===== src/rtl/core/sorted_priority_queue_unit_macros.svh =====
// Assertion macros for the sorted priority queue unit.
// Each macro expects clk and rst_n in the scope of its use.
`ifndef SORTED_PRIORITY_QUEUE_UNIT_MACROS_SVH
`define SORTED_PRIORITY_QUEUE_UNIT_MACROS_SVH

`ifndef SYNTH

// Same-cycle implication.
`define SPQ_ASSERT_IMPL(label, ante, cons) \
    label: assert property (@(posedge clk) disable iff (!rst_n) (ante) |-> (cons)) \
        else $error("sorted_priority_queue_unit: same-cycle check failed");

// Next-cycle implication.
`define SPQ_ASSERT_NEXT(label, ante, cons) \
    label: assert property (@(posedge clk) disable iff (!rst_n) (ante) |=> (cons)) \
        else $error("sorted_priority_queue_unit: next-cycle check failed");

`else

`define SPQ_ASSERT_IMPL(label, ante, cons)
`define SPQ_ASSERT_NEXT(label, ante, cons)

`endif

`endif


===== src/rtl/core/spq_pkg.sv =====
`timescale 1ns / 1ps

package spq_pkg;

    localparam int CAPACITY    = 64;
    localparam int CNT_W       = $clog2(CAPACITY + 1);
    localparam int IDX_W       = $clog2(CAPACITY);
    localparam int VALUE_W     = 32;
    localparam int COUNT_OUT_W = 7;
    localparam int STATUS_W    = 2;

    // Result word layout, lowest bit up.
    localparam int OUT_MIN_LSB    = 0;
    localparam int OUT_EMPTY_BIT  = OUT_MIN_LSB + VALUE_W;
    localparam int OUT_COUNT_LSB  = OUT_EMPTY_BIT + 1;
    localparam int OUT_STATUS_LSB = OUT_COUNT_LSB + COUNT_OUT_W;
    localparam int OUT_USED_W     = OUT_STATUS_LSB + STATUS_W;
    localparam int OUT_TDATA_W    = ((OUT_USED_W + 7) / 8) * 8;
    localparam int IN_TDATA_W     = VALUE_W;

    typedef enum logic [STATUS_W-1:0] {
        STATUS_DONE   = 2'd0,
        STATUS_FULL   = 2'd1,
        STATUS_ABSENT = 2'd2
    } status_t;

    typedef enum logic {
        CMD_INSERT = 1'b0,
        CMD_DELETE = 1'b1
    } cmd_t;

    typedef enum logic [2:0] {
        ST_IDLE,
        ST_INS_SCAN,
        ST_INS_LAST,
        ST_DEL_SCAN,
        ST_FINISH
    } state_t;

    // Controller -> datapath.
    typedef struct packed {
        logic load;      // latch request, start operation
        logic ins_step;  // one downward shift step of an insert
        logic ins_last;  // write the value at entry 0
        logic del_step;  // one upward search/shift step of a delete
        logic finish;    // load the output register
    } ctrl_cmd_t;

    // Datapath -> controller.
    typedef struct packed {
        logic in_delete; // pending request is a delete
        logic full;
        logic empty;
        logic ins_ge;    // entry under scan is not smaller than the value
        logic idx_zero;  // scan reached entry 0
        logic del_last;  // scan is on the last stored entry
        logic out_free;  // output register can take a result
    } dp_status_t;

endpackage


===== src/rtl/core/sorted_priority_queue_unit.sv =====
`timescale 1ns / 1ps
// Channel   Dir  Group                       Contents
// request   in   s_tvalid/s_tready/s_tdata   tdata: value; tuser: command
// result    out  m_tvalid/m_tready/m_tdata   tdata: min, empty, count, status
//
// One request at a time, one result per request. Inserts scan down from the last
// entry to the sorted position, deletes scan every entry upward, and a full insert
// or empty delete skips the scan. The store RAM reads and writes one entry per cycle.
// Reset clears the entry count; the store needs no clearing pass.
// A held result does not block the next request; that request's finish waits
// in FINISH until the output register frees.

`include "sorted_priority_queue_unit_macros.svh"

module sorted_priority_queue_unit (
    input  logic                            clk,
    input  logic                            rst_n,
    // request
    input  logic                            s_tvalid,
    output logic                            s_tready,
    input  logic [spq_pkg::IN_TDATA_W-1:0]  s_tdata,  // [31:0] value
    input  logic                            s_tuser,  // [0] command: 0 insert, 1 delete
    // result
    output logic                            m_tvalid,
    input  logic                            m_tready,
    output logic [spq_pkg::OUT_TDATA_W-1:0] m_tdata   // [31:0] min_value, [32] is_empty,
                                                      // [39:33] entry_count,
                                                      // [41:40] status, [47:42] zero
);

    spq_pkg::ctrl_cmd_t  cmd;
    spq_pkg::dp_status_t status;

    // FSM: idle -> scan (insert downward / delete upward) -> finish
    spq_ctrl u_ctrl (
        .clk      (clk),
        .rst_n    (rst_n),
        .s_tvalid (s_tvalid),
        .s_tready (s_tready),
        .status   (status),
        .cmd      (cmd)
    );

    // Store RAM, count/min tracking and the output register
    spq_datapath u_datapath (
        .clk      (clk),
        .rst_n    (rst_n),
        .s_tdata  (s_tdata),
        .s_tuser  (s_tuser),
        .m_tvalid (m_tvalid),
        .m_tready (m_tready),
        .m_tdata  (m_tdata),
        .cmd      (cmd),
        .status   (status)
    );

    // An accepted request always leaves idle.
    `SPQ_ASSERT_NEXT(a_busy_after_accept, s_tvalid && s_tready, !s_tready)
    // An empty store reports a zero minimum.
    `SPQ_ASSERT_IMPL(a_empty_min_zero, m_tvalid && m_tdata[spq_pkg::OUT_EMPTY_BIT],
        m_tdata[spq_pkg::OUT_MIN_LSB +: spq_pkg::VALUE_W] == '0)
    // Status is always one of the defined codes.
    `SPQ_ASSERT_IMPL(a_status_code, m_tvalid,
        m_tdata[spq_pkg::OUT_STATUS_LSB +: spq_pkg::STATUS_W] <= spq_pkg::STATUS_ABSENT)
    // Scan and output steps are never commanded together.
    `SPQ_ASSERT_IMPL(a_one_cmd, 1'b1, $onehot0(cmd))

endmodule


===== src/rtl/core/spq_ram.sv =====
`timescale 1ns / 1ps

module spq_ram #(
    parameter int WIDTH = 32,
    parameter int DEPTH = 64
) (
    input  logic                     clk,
    input  logic                     we,
    input  logic [$clog2(DEPTH)-1:0] waddr,
    input  logic [WIDTH-1:0]         wdata,
    input  logic [$clog2(DEPTH)-1:0] raddr,
    output logic [WIDTH-1:0]         rdata
);

    logic [WIDTH-1:0] mem_reg [DEPTH];
    logic [WIDTH-1:0] rdata_reg;

    always_ff @(posedge clk)
    begin
        if (we)
        begin
            mem_reg[waddr] <= wdata;
        end
        rdata_reg <= mem_reg[raddr];
    end

    assign rdata = rdata_reg;

endmodule


===== src/rtl/core/spq_ctrl.sv =====
`timescale 1ns / 1ps

module spq_ctrl (
    input  logic                clk,
    input  logic                rst_n,
    input  logic                s_tvalid,
    output logic                s_tready,
    input  spq_pkg::dp_status_t status,
    output spq_pkg::ctrl_cmd_t  cmd
);

    spq_pkg::state_t state_reg;
    spq_pkg::state_t state_next;

    always_ff @(posedge clk or negedge rst_n)
    begin
        if (!rst_n)
        begin
            state_reg <= spq_pkg::ST_IDLE;
        end
        else
        begin
            state_reg <= state_next;
        end
    end

    // Next state
    always_comb
    begin
        state_next = state_reg;
        case (state_reg)
            spq_pkg::ST_IDLE:
            begin
                if (s_tvalid)
                begin
                    if (status.in_delete)
                    begin
                        state_next = status.empty ? spq_pkg::ST_FINISH : spq_pkg::ST_DEL_SCAN;
                    end
                    else if (status.full)
                    begin
                        state_next = spq_pkg::ST_FINISH;
                    end
                    else if (status.empty)
                    begin
                        state_next = spq_pkg::ST_INS_LAST;
                    end
                    else
                    begin
                        state_next = spq_pkg::ST_INS_SCAN;
                    end
                end
            end
            spq_pkg::ST_INS_SCAN:
            begin
                if (!status.ins_ge)
                begin
                    state_next = spq_pkg::ST_FINISH;
                end
                else if (status.idx_zero)
                begin
                    state_next = spq_pkg::ST_INS_LAST;
                end
            end
            spq_pkg::ST_INS_LAST:
            begin
                state_next = spq_pkg::ST_FINISH;
            end
            spq_pkg::ST_DEL_SCAN:
            begin
                if (status.del_last)
                begin
                    state_next = spq_pkg::ST_FINISH;
                end
            end
            spq_pkg::ST_FINISH:
            begin
                if (status.out_free)
                begin
                    state_next = spq_pkg::ST_IDLE;
                end
            end
            default:
            begin
                state_next = spq_pkg::ST_IDLE;
            end
        endcase
    end

    // Outputs
    always_comb
    begin
        cmd      = '0;
        s_tready = 1'b0;
        case (state_reg)
            spq_pkg::ST_IDLE:
            begin
                s_tready = 1'b1;
                cmd.load = s_tvalid;
            end
            spq_pkg::ST_INS_SCAN:
            begin
                cmd.ins_step = 1'b1;
            end
            spq_pkg::ST_INS_LAST:
            begin
                cmd.ins_last = 1'b1;
            end
            spq_pkg::ST_DEL_SCAN:
            begin
                cmd.del_step = 1'b1;
            end
            spq_pkg::ST_FINISH:
            begin
                cmd.finish = status.out_free;
            end
            default:
            begin
                cmd = '0;
            end
        endcase
    end

endmodule


===== src/rtl/core/spq_datapath.sv =====
`timescale 1ns / 1ps

module spq_datapath (
    input  logic                               clk,
    input  logic                               rst_n,
    input  logic [spq_pkg::IN_TDATA_W-1:0]     s_tdata,
    input  logic                               s_tuser,
    output logic                               m_tvalid,
    input  logic                               m_tready,
    output logic [spq_pkg::OUT_TDATA_W-1:0]    m_tdata,
    input  spq_pkg::ctrl_cmd_t                 cmd,
    output spq_pkg::dp_status_t                status
);

    logic signed [spq_pkg::VALUE_W-1:0] value_reg;
    logic signed [spq_pkg::VALUE_W-1:0] min_reg;
    logic signed [spq_pkg::VALUE_W-1:0] min_next;
    logic [spq_pkg::CNT_W-1:0]          count_reg;
    logic [spq_pkg::CNT_W-1:0]          count_next;
    logic [spq_pkg::IDX_W-1:0]          idx_reg;
    logic                               found_reg;
    logic                               found_next;
    spq_pkg::status_t                   status_reg;
    spq_pkg::status_t                   status_next;
    logic                               out_valid_reg;
    logic                               out_valid_next;
    logic [spq_pkg::OUT_TDATA_W-1:0]    out_data_reg;
    logic [spq_pkg::OUT_TDATA_W-1:0]    out_data_next;

    logic                               ram_we;
    logic [spq_pkg::IDX_W-1:0]          ram_waddr;
    logic [spq_pkg::VALUE_W-1:0]        ram_wdata;
    logic [spq_pkg::IDX_W-1:0]          rd_addr;
    logic [spq_pkg::VALUE_W-1:0]        rd_data;

    logic                               full;
    logic                               empty;
    logic                               ins_ge;
    logic                               match;
    logic                               del_last;

    spq_ram #(
        .WIDTH (spq_pkg::VALUE_W),
        .DEPTH (spq_pkg::CAPACITY)
    ) u_store (
        .clk   (clk),
        .we    (ram_we),
        .waddr (ram_waddr),
        .wdata (ram_wdata),
        .raddr (rd_addr),
        .rdata (rd_data)
    );

    assign full     = (count_reg == spq_pkg::CNT_W'(spq_pkg::CAPACITY));
    assign empty    = (count_reg == '0);
    assign ins_ge   = ($signed(rd_data) >= value_reg);
    assign match    = (rd_data == value_reg);
    assign del_last = ((spq_pkg::CNT_W'(idx_reg) + spq_pkg::CNT_W'(1)) == count_reg);

    always_comb
    begin
        status.in_delete = (s_tuser == spq_pkg::CMD_DELETE);
        status.full      = full;
        status.empty     = empty;
        status.ins_ge    = ins_ge;
        status.idx_zero  = (idx_reg == '0);
        status.del_last  = del_last;
        status.out_free  = !out_valid_reg || m_tready;
    end

    // Store read address: scan start on load, then one entry per step.
    always_comb
    begin
        rd_addr = idx_reg;
        if (cmd.load)
        begin
            rd_addr = (s_tuser == spq_pkg::CMD_DELETE) ? '0
                                                       : spq_pkg::IDX_W'(count_reg - 1'b1);
        end
        else if (cmd.ins_step)
        begin
            rd_addr = idx_reg - 1'b1;
        end
        else if (cmd.del_step)
        begin
            rd_addr = idx_reg + 1'b1;
        end
    end

    // Store write port
    always_comb
    begin
        ram_we    = 1'b0;
        ram_waddr = idx_reg;
        ram_wdata = rd_data;
        if (cmd.ins_step)
        begin
            ram_we    = 1'b1;
            ram_waddr = idx_reg + 1'b1;
            ram_wdata = ins_ge ? rd_data : value_reg;
        end
        else if (cmd.ins_last)
        begin
            ram_we    = 1'b1;
            ram_waddr = '0;
            ram_wdata = value_reg;
        end
        else if (cmd.del_step)
        begin
            ram_we    = found_reg;
            ram_waddr = idx_reg - 1'b1;
            ram_wdata = rd_data;
        end
    end

    // Count, minimum, status
    always_comb
    begin
        count_next  = count_reg;
        min_next    = min_reg;
        found_next  = found_reg;
        status_next = status_reg;
        if (cmd.load)
        begin
            found_next  = 1'b0;
            status_next = spq_pkg::STATUS_DONE;
            if (s_tuser == spq_pkg::CMD_DELETE)
            begin
                if (empty)
                begin
                    status_next = spq_pkg::STATUS_ABSENT;
                end
            end
            else if (full)
            begin
                status_next = spq_pkg::STATUS_FULL;
            end
            else
            begin
                count_next = count_reg + 1'b1;
                if (empty || ($signed(s_tdata) <= min_reg))
                begin
                    min_next = $signed(s_tdata);
                end
            end
        end
        else if (cmd.del_step)
        begin
            if (!found_reg && match)
            begin
                found_next = 1'b1;
            end
            // entry 1 moving down to entry 0 is the new minimum
            if (found_reg && (idx_reg == spq_pkg::IDX_W'(1)))
            begin
                min_next = $signed(rd_data);
            end
            if (del_last)
            begin
                if (found_reg || match)
                begin
                    count_next = count_reg - 1'b1;
                end
                else
                begin
                    status_next = spq_pkg::STATUS_ABSENT;
                end
            end
        end
    end

    // Output register
    always_comb
    begin
        out_valid_next = out_valid_reg;
        out_data_next  = out_data_reg;
        if (cmd.finish)
        begin
            out_valid_next = 1'b1;
            out_data_next  = '0;
            out_data_next[spq_pkg::OUT_MIN_LSB +: spq_pkg::VALUE_W] =
                empty ? '0 : min_reg;
            out_data_next[spq_pkg::OUT_EMPTY_BIT] = empty;
            out_data_next[spq_pkg::OUT_COUNT_LSB +: spq_pkg::COUNT_OUT_W] =
                spq_pkg::COUNT_OUT_W'(count_reg);
            out_data_next[spq_pkg::OUT_STATUS_LSB +: spq_pkg::STATUS_W] = status_reg;
        end
        else if (m_tready)
        begin
            out_valid_next = 1'b0;
        end
    end

    always_ff @(posedge clk or negedge rst_n)
    begin
        if (!rst_n)
        begin
            count_reg     <= '0;
            found_reg     <= 1'b0;
            status_reg    <= spq_pkg::STATUS_DONE;
            out_valid_reg <= 1'b0;
        end
        else
        begin
            count_reg     <= count_next;
            found_reg     <= found_next;
            status_reg    <= status_next;
            out_valid_reg <= out_valid_next;
        end
    end

    always_ff @(posedge clk)
    begin
        min_reg      <= min_next;
        out_data_reg <= out_data_next;
        idx_reg      <= rd_addr;
        if (cmd.load)
        begin
            value_reg <= $signed(s_tdata);
        end
    end

    assign m_tvalid = out_valid_reg;
    assign m_tdata  = out_data_reg;

endmodule


===== config.mk =====
export PLATFORM = sky130hd
export DESIGN_NAME = sorted_priority_queue_unit
export DESIGN_NICKNAME = d
export VERILOG_FILES = /design/src/rtl/core/spq_pkg.sv /design/src/rtl/core/sorted_priority_queue_unit.sv /design/src/rtl/core/spq_ram.sv /design/src/rtl/core/spq_ctrl.sv /design/src/rtl/core/spq_datapath.sv
export VERILOG_INCLUDE_DIRS = /design/src /design/src/rtl/core
export SDC_FILE = /design/constraint.sdc
export NUM_CORES = 2
export LEC_CHECK = 0
export ABC_AREA = 1
export BUFFER_PORTS_ARGS = -buffer_cell sky130_fd_sc_hd__buf_2
export CORE_UTILIZATION = 60
export DETAILED_ROUTE_END_ITERATION = 10
export GPL_ROUTABILITY_DRIVEN = 0
export HOLD_SLACK_MARGIN = 0.05
export PLACE_DENSITY = 0.76
export SLEW_MARGIN = 15
export SYNTH_ARGS = -nofsm -noshare
export SYNTH_HDL_FRONTEND = slang
export SYNTH_SLANG_ARGS = --single-unit

===== constraint.sdc =====
create_clock -name clk -period 7.15 [get_ports clk]
set_input_delay 0.3575 -clock clk [delete_from_list [all_inputs] [get_ports clk]]
set_output_delay 0.3575 -clock clk [all_outputs]
set_load 0.02 [all_outputs]

# == Yosys cells after proc, flatten, opt, wreduce, memory -nomap -nowiden ==
# Memory sizes are Yosys's and may differ from the RTL's. A register that Yosys moved wholly into a read port is not among the register bits.
# Index checks and enable logic that the tools add are counted.
# op_classes
addsub,5
order_cmp,2
eq_ne,16
mux,55
reduce_logical,21
# op_table
cell,count
32-bit two-way mux,9
6-bit two-way mux,7
7-bit two-way mux,6
32-bit == test,1
32-bit greater-or-equal comparator,1
32-bit less-or-equal comparator,1
3-bit two-way mux,8
1-bit two-way mux,17
3-bit case mux with 5 select lines,1
2-bit two-way mux,7
2-bit nonzero test,6
5-bit AND reduction,2
2-bit inequality test (second input constant),4
6-bit by 1-bit adder with 7-bit output (second input constant),1
7-bit by 1-bit adder with 7-bit output (second input constant),1
7-bit == test,1
7-bit == test (second input constant),1
7-bit logical NOT,1
7-bit by 1-bit subtractor with 7-bit output (second input constant),1
6-bit by 1-bit adder with 6-bit output (second input constant),1
3-bit by 2-bit == test with 1-bit output (second input constant),2
6-bit by 1-bit == test with 1-bit output (second input constant),1
6-bit logical NOT,1
2-bit by 1-bit inequality test with 1-bit output (second input constant),3
other kinds (11),15
# totals
reg_bits,126
ramBits,2048
in_bits,37
out_inout_bits,50
word_cells,110
n_memories,1
# memory_table
name,depth,word_bits,rd,rd_ports_with_merged_regs,wr,line_no,source
u_datapath.u_store.mem_reg,64,32,1,1,1,spq_ram.sv:15,logic [WIDTH-1:0] mem_reg [DEPTH];

# == Logic depth before layout (Yosys ltp) ==
# logic_depth
word_depth,7
ltp_mapped,19
mapped_depth_nobuf,18

# == Hierarchy ==
# From an unflattened synthesis, not the netlist that was laid out.
# hier_totals
hier_cells,7793
area_unflattened_um2,91058.6
# by_module_without_submodules
module,n_inst,cells_per_inst,area_each_um2,seq_area_each_um2
spq_ram,1,6769,82738.1,62139.6
spq_datapath,1,978,8047.7,3578.4
spq_ctrl,1,46,272.8,75.1

# == Worst setup path after synthesis ==
# No wires, ideal clock.
# synth_path
path_kind,register to register
startpoint,reg u_datapath.idx_reg[0] (netlist name)
endpoint,mem u_datapath.u_store.mem_reg[0][0] (enable)
t_arrival_ns,2.990
required_time_ns,6.729
slack_ns,3.739
path_stages_with_launch,12
path_buffers,0
period_less_slack_ns,3.411
cell_sequence,dfxtp_1 inv_1 ha_1 nand2_1 xor2_1 nand2_1 nand4_1 o21a_1 inv_1 a21oi_1 nand2_1 nor2_1
# synth_via
elab_chain_len,4
elab_cells_between_ends,5
cone_classes,add/sub (2); mux (3)
# synth_lines
item,line_no,source
from (decl),spq_datapath.sv:20,logic [spq_pkg::IDX_W-1:0] idx_reg;
from (signal assigned),spq_datapath.sv:216,idx_reg <= rd_addr;
6-bit by 1-bit subtractor with 6-bit output,spq_datapath.sv:111,ram_waddr = idx_reg - 1'b1;
6-bit two-way mux,spq_datapath.sv:108,else if (cmd.del_step)
6-bit two-way mux,spq_datapath.sv:102,else if (cmd.ins_last)
6-bit two-way mux *,spq_datapath.sv:96,if (cmd.ins_step)
to (decl),spq_ram.sv:15,
# Every way passes the cells marked *; elsewhere a longest branch is shown, timed or not.

# == Final worst setup path ==
# layout_path
startpoint,reg u_ctrl.state_reg[1]
endpoint,mem u_datapath.u_store.mem_reg[12][16] (enable)
# layout_via
elab_chain_len,7
elab_cells_between_ends,14
cone_classes,eq/ne (3); mux (11)
# layout_lines
item,line_no,source
from (decl),spq_ctrl.sv:12,spq_pkg::state_t state_reg;
from (signal assigned),spq_ctrl.sv:19,state_reg <= spq_pkg::ST_IDLE;
from (signal assigned),spq_ctrl.sv:23,state_reg <= state_next;
3-bit by 2-bit == test with 1-bit output,spq_ctrl.sv:95,case (state_reg)
1-bit two-way mux,spq_ctrl.sv:95,
1-bit two-way mux,spq_datapath.sv:108,
1-bit two-way mux,spq_datapath.sv:102,
1-bit two-way mux,spq_datapath.sv:96,
1-bit two-way mux,spq_ram.sv:20,if (we)
1-bit two-way mux (implied by the code),spq_ram.sv:22,mem_reg[waddr] <= wdata;
# Parallel ways exist; a longest one is shown, timed or not.

==> results.yml <==
outcome:
  outcome: "complete, no violations"
cells_and_area:
  largest_reg_flops: 2048
  final_area_mm2: 0.108
  drive_gt1_frac: 0.0702
  area_growth_pct: 9.80
  final_nets: 9006
  antenna-diode-count: 0
  nFillCells: 11724
floorplan:
  fp.dieH_um: 407
  die_w_um: 407
  die_area_mm2: 0.166
  pin_count: 87
  rows: 148
  core-area_mm2: 0.163
  initial_core_util: 0.605
sta:
  relSlewSlack: 0.0975
  tightest_slew_ns: 1.34
  hold_viol: 0
  final.setup_skew_ns: 0.0579
  fmax_ghz: 0.186
  setup_viol: 0
  fin_tns_setup_ns: 0
  rsz0062_at_grt: "false"
  whs_ns: 0.238
  period_share: 0.753
  drv_slew: 0
  min_period_ns: 5.38
logic_synthesis:
  synth.ff_latch_count: 2206
  syn_area_mm2: 0.0986
  ys_types: 43
  synth_top_flop_cell: "edfxtp_1"
  async_reset_ff_frac: 0.00635
  ys_top_cells_by_count: "nand3_1, edfxtp_1, nand2_1"
  yosysSeqAreaShare: 0.667
  synth_edf_count: 2154
  syn_avg_cell_area_um2: 10.9
  synth_cells: 9013
  synth_top_area_share: 0.656
  synth_area_leaders: "edfxtp_1, nand3_1, nand2_1"
  yosysTopAreaCell: "edfxtp_1"
  synth.most_common_cell: "nand3_1"
  yosys_warnings: 0
flow_run:
  maxCapViolations: 0
worst_setup_path:
  cp.arrival_ns: 5.94
  crit_path_start_kind: "flop"
  crit_fanout: 37
  crit_required_ns: 7.71
  critPathLaunch: "u_ctrl.state_reg[1]$_DFFE_PN0P_"
  timing.rr.start: "u_ctrl.state_reg[1]$_DFFE_PN0P_"
  cp-end-kind: "flop"
  critPathKind: "flop to flop"
worst_hold_path:
  hold_start: "m_tready"
  hold_path.class: "primary input to flop"
placement:
  dp_hpwl_um: 151000
  placed_cell_area_mm2: 0.101
  portBuffers: 80
detailed_routing:
  wl_per_cell_um: 25.4
  drtIter0Drc: 11872
  wirelength_um: 286000
  viasPerCell: 6.29
  dr_total_vias: 70773
  drc_errors: 0
  ant_nets: 0
  firstDrtPassIters: 9
cts:
  post_cts_resized: 0
  insertion_delay_ns: 0.90
  htree_levels: 4
  cts_tree: "built"
  clk_pin_slew_ns: 0.06
  cts_made_buffers: 213
  cts.sinks: 2206
  root_buffer: "clkbuf_16"
  clockBufferDepth: 3
grt:
  grt_usage: 0.338
  grt_pass1_vias: 67416
  grt_pass1_wl_um: 423000
  antenna_found_initial: 7
  grt_max_degree: 198
  grt_overflow: 0
-- worst max-delay path, stage by stage (launching register included) --
cell and delay [ns]:
dfrtp_1 0.44, inv_1 0.09, nor2_1 0.25, inv_1 0.11
nor2_1 0.17, clkinv_1 0.83, and3_1 0.57, nor2_1 0.40
nand2_1 0.64, nor2_4 1.17, buf_4 0.36
-- routing by layer --
metal / up-vias / wire (um) / track usage
li1: 30678 / - / -
met1: 33749 / 104000 / 0.466
met2: 5473 / 129000 / 0.515
met3: 867 / 39900 / 0.0796
met4: 6 / 13000 / 0.149
met5: - / 39 / 0
-- area by class of cell --
| cell class | count | area [um^2] | area share |
|---|---|---|---|
| timing repair buffer | 263 | 2190 | 0.0202 |
| clock buffer | 268 | 5620 | 0.0519 |
| tap | 2175 | 2720 | 0.0251 |
| multi-input combinational | 4950 | 26000 | 0.241 |
| inverter | 1265 | 4770 | 0.0441 |
| clock inverter | 127 | 1100 | 0.0102 |
| sequential | 2206 | 65800 | 0.608 |
-- worst paths after layout --
path / endpoint / slack (ns) / cells after the start
max: u_datapath.u_store.mem_reg[12][16]$_DFFE_PP_ / 1.77 / 10
min: u_datapath.m_tvalid$_DFFE_PN0P_ / 0.24 / 3
max reg2reg: u_datapath.u_store.mem_reg[12][16]$_DFFE_PP_ / 1.77 / 10
min reg2reg: u_datapath.m_tdata[41]$_DFFE_PP_ / 0.46 / 0
max in group asynchronous: u_datapath.found_reg$_DFFE_PN0P_ / 6.03 / 3
min in group asynchronous: u_datapath.count_reg[5]$_DFFE_PN0P_ / 0.64 / 3
-- cell usage in the layout, fill, tap and decap left out, drive strengths merged --
| master | instances |
|---|---|
| o21ai | 96 |
| dfrtp | 14 |
| nor4 | 2 |
| mux2i | 2 |
| a21oi | 47 |
| o22ai | 1 |
| nand4 | 14 |
| nor2 | 175 |
| buf | 226 |
| o21a | 5 |
| a31oi | 1 |
| nand3b | 757 |
| bufinv | 15 |
| ha | 70 |
| and3 | 1 |
| a211oi | 1 |
| o211ai | 2 |
| a21o | 1 |
| conb | 6 |
| or2 | 2 |
| xor2 | 17 |
| o211a | 1 |
| edfxtp | 2154 |
| xnor2 | 1 |
| nand3 | 2202 |
| o2111ai | 1 |
| dlygate4sd3 | 37 |
| clkbuf | 268 |
| inv | 1273 |
| o21bai | 3 |
| nor3 | 8 |
| clkinvlp | 2 |
| clkinv | 102 |
| nand2 | 1534 |
| dfxtp | 38 |
-- through the flow --
step,utilization,std cells,worst slack [ns]
floorplan,-,9018,3.74
global placement,0.619,10820,2.11
detailed placement,0.620,10821,2.03
CTS,0.664,11253,2.01
global route,0.664,11254,1.69
finish,0.664,11254,1.77
-- kinds of logic after synthesis --
logic type,share of synthesized area
flops,0.667
compound gates,0.00849
other cells,0.0000380
xor+xnor,0.00160
simple gates,0.237
mux,0.000203
buf+inv,0.0765
fa+ha+maj,0.00889
-- repair_timing --
item	4_1_cts	5_1_grt
buffers inserted	0	0
hold buffers	37	0
hold endpoints to repair	85	0
Power is not shown: default switching activity piles up to over one toggle a cycle in this logic, so the estimate is an artifact.
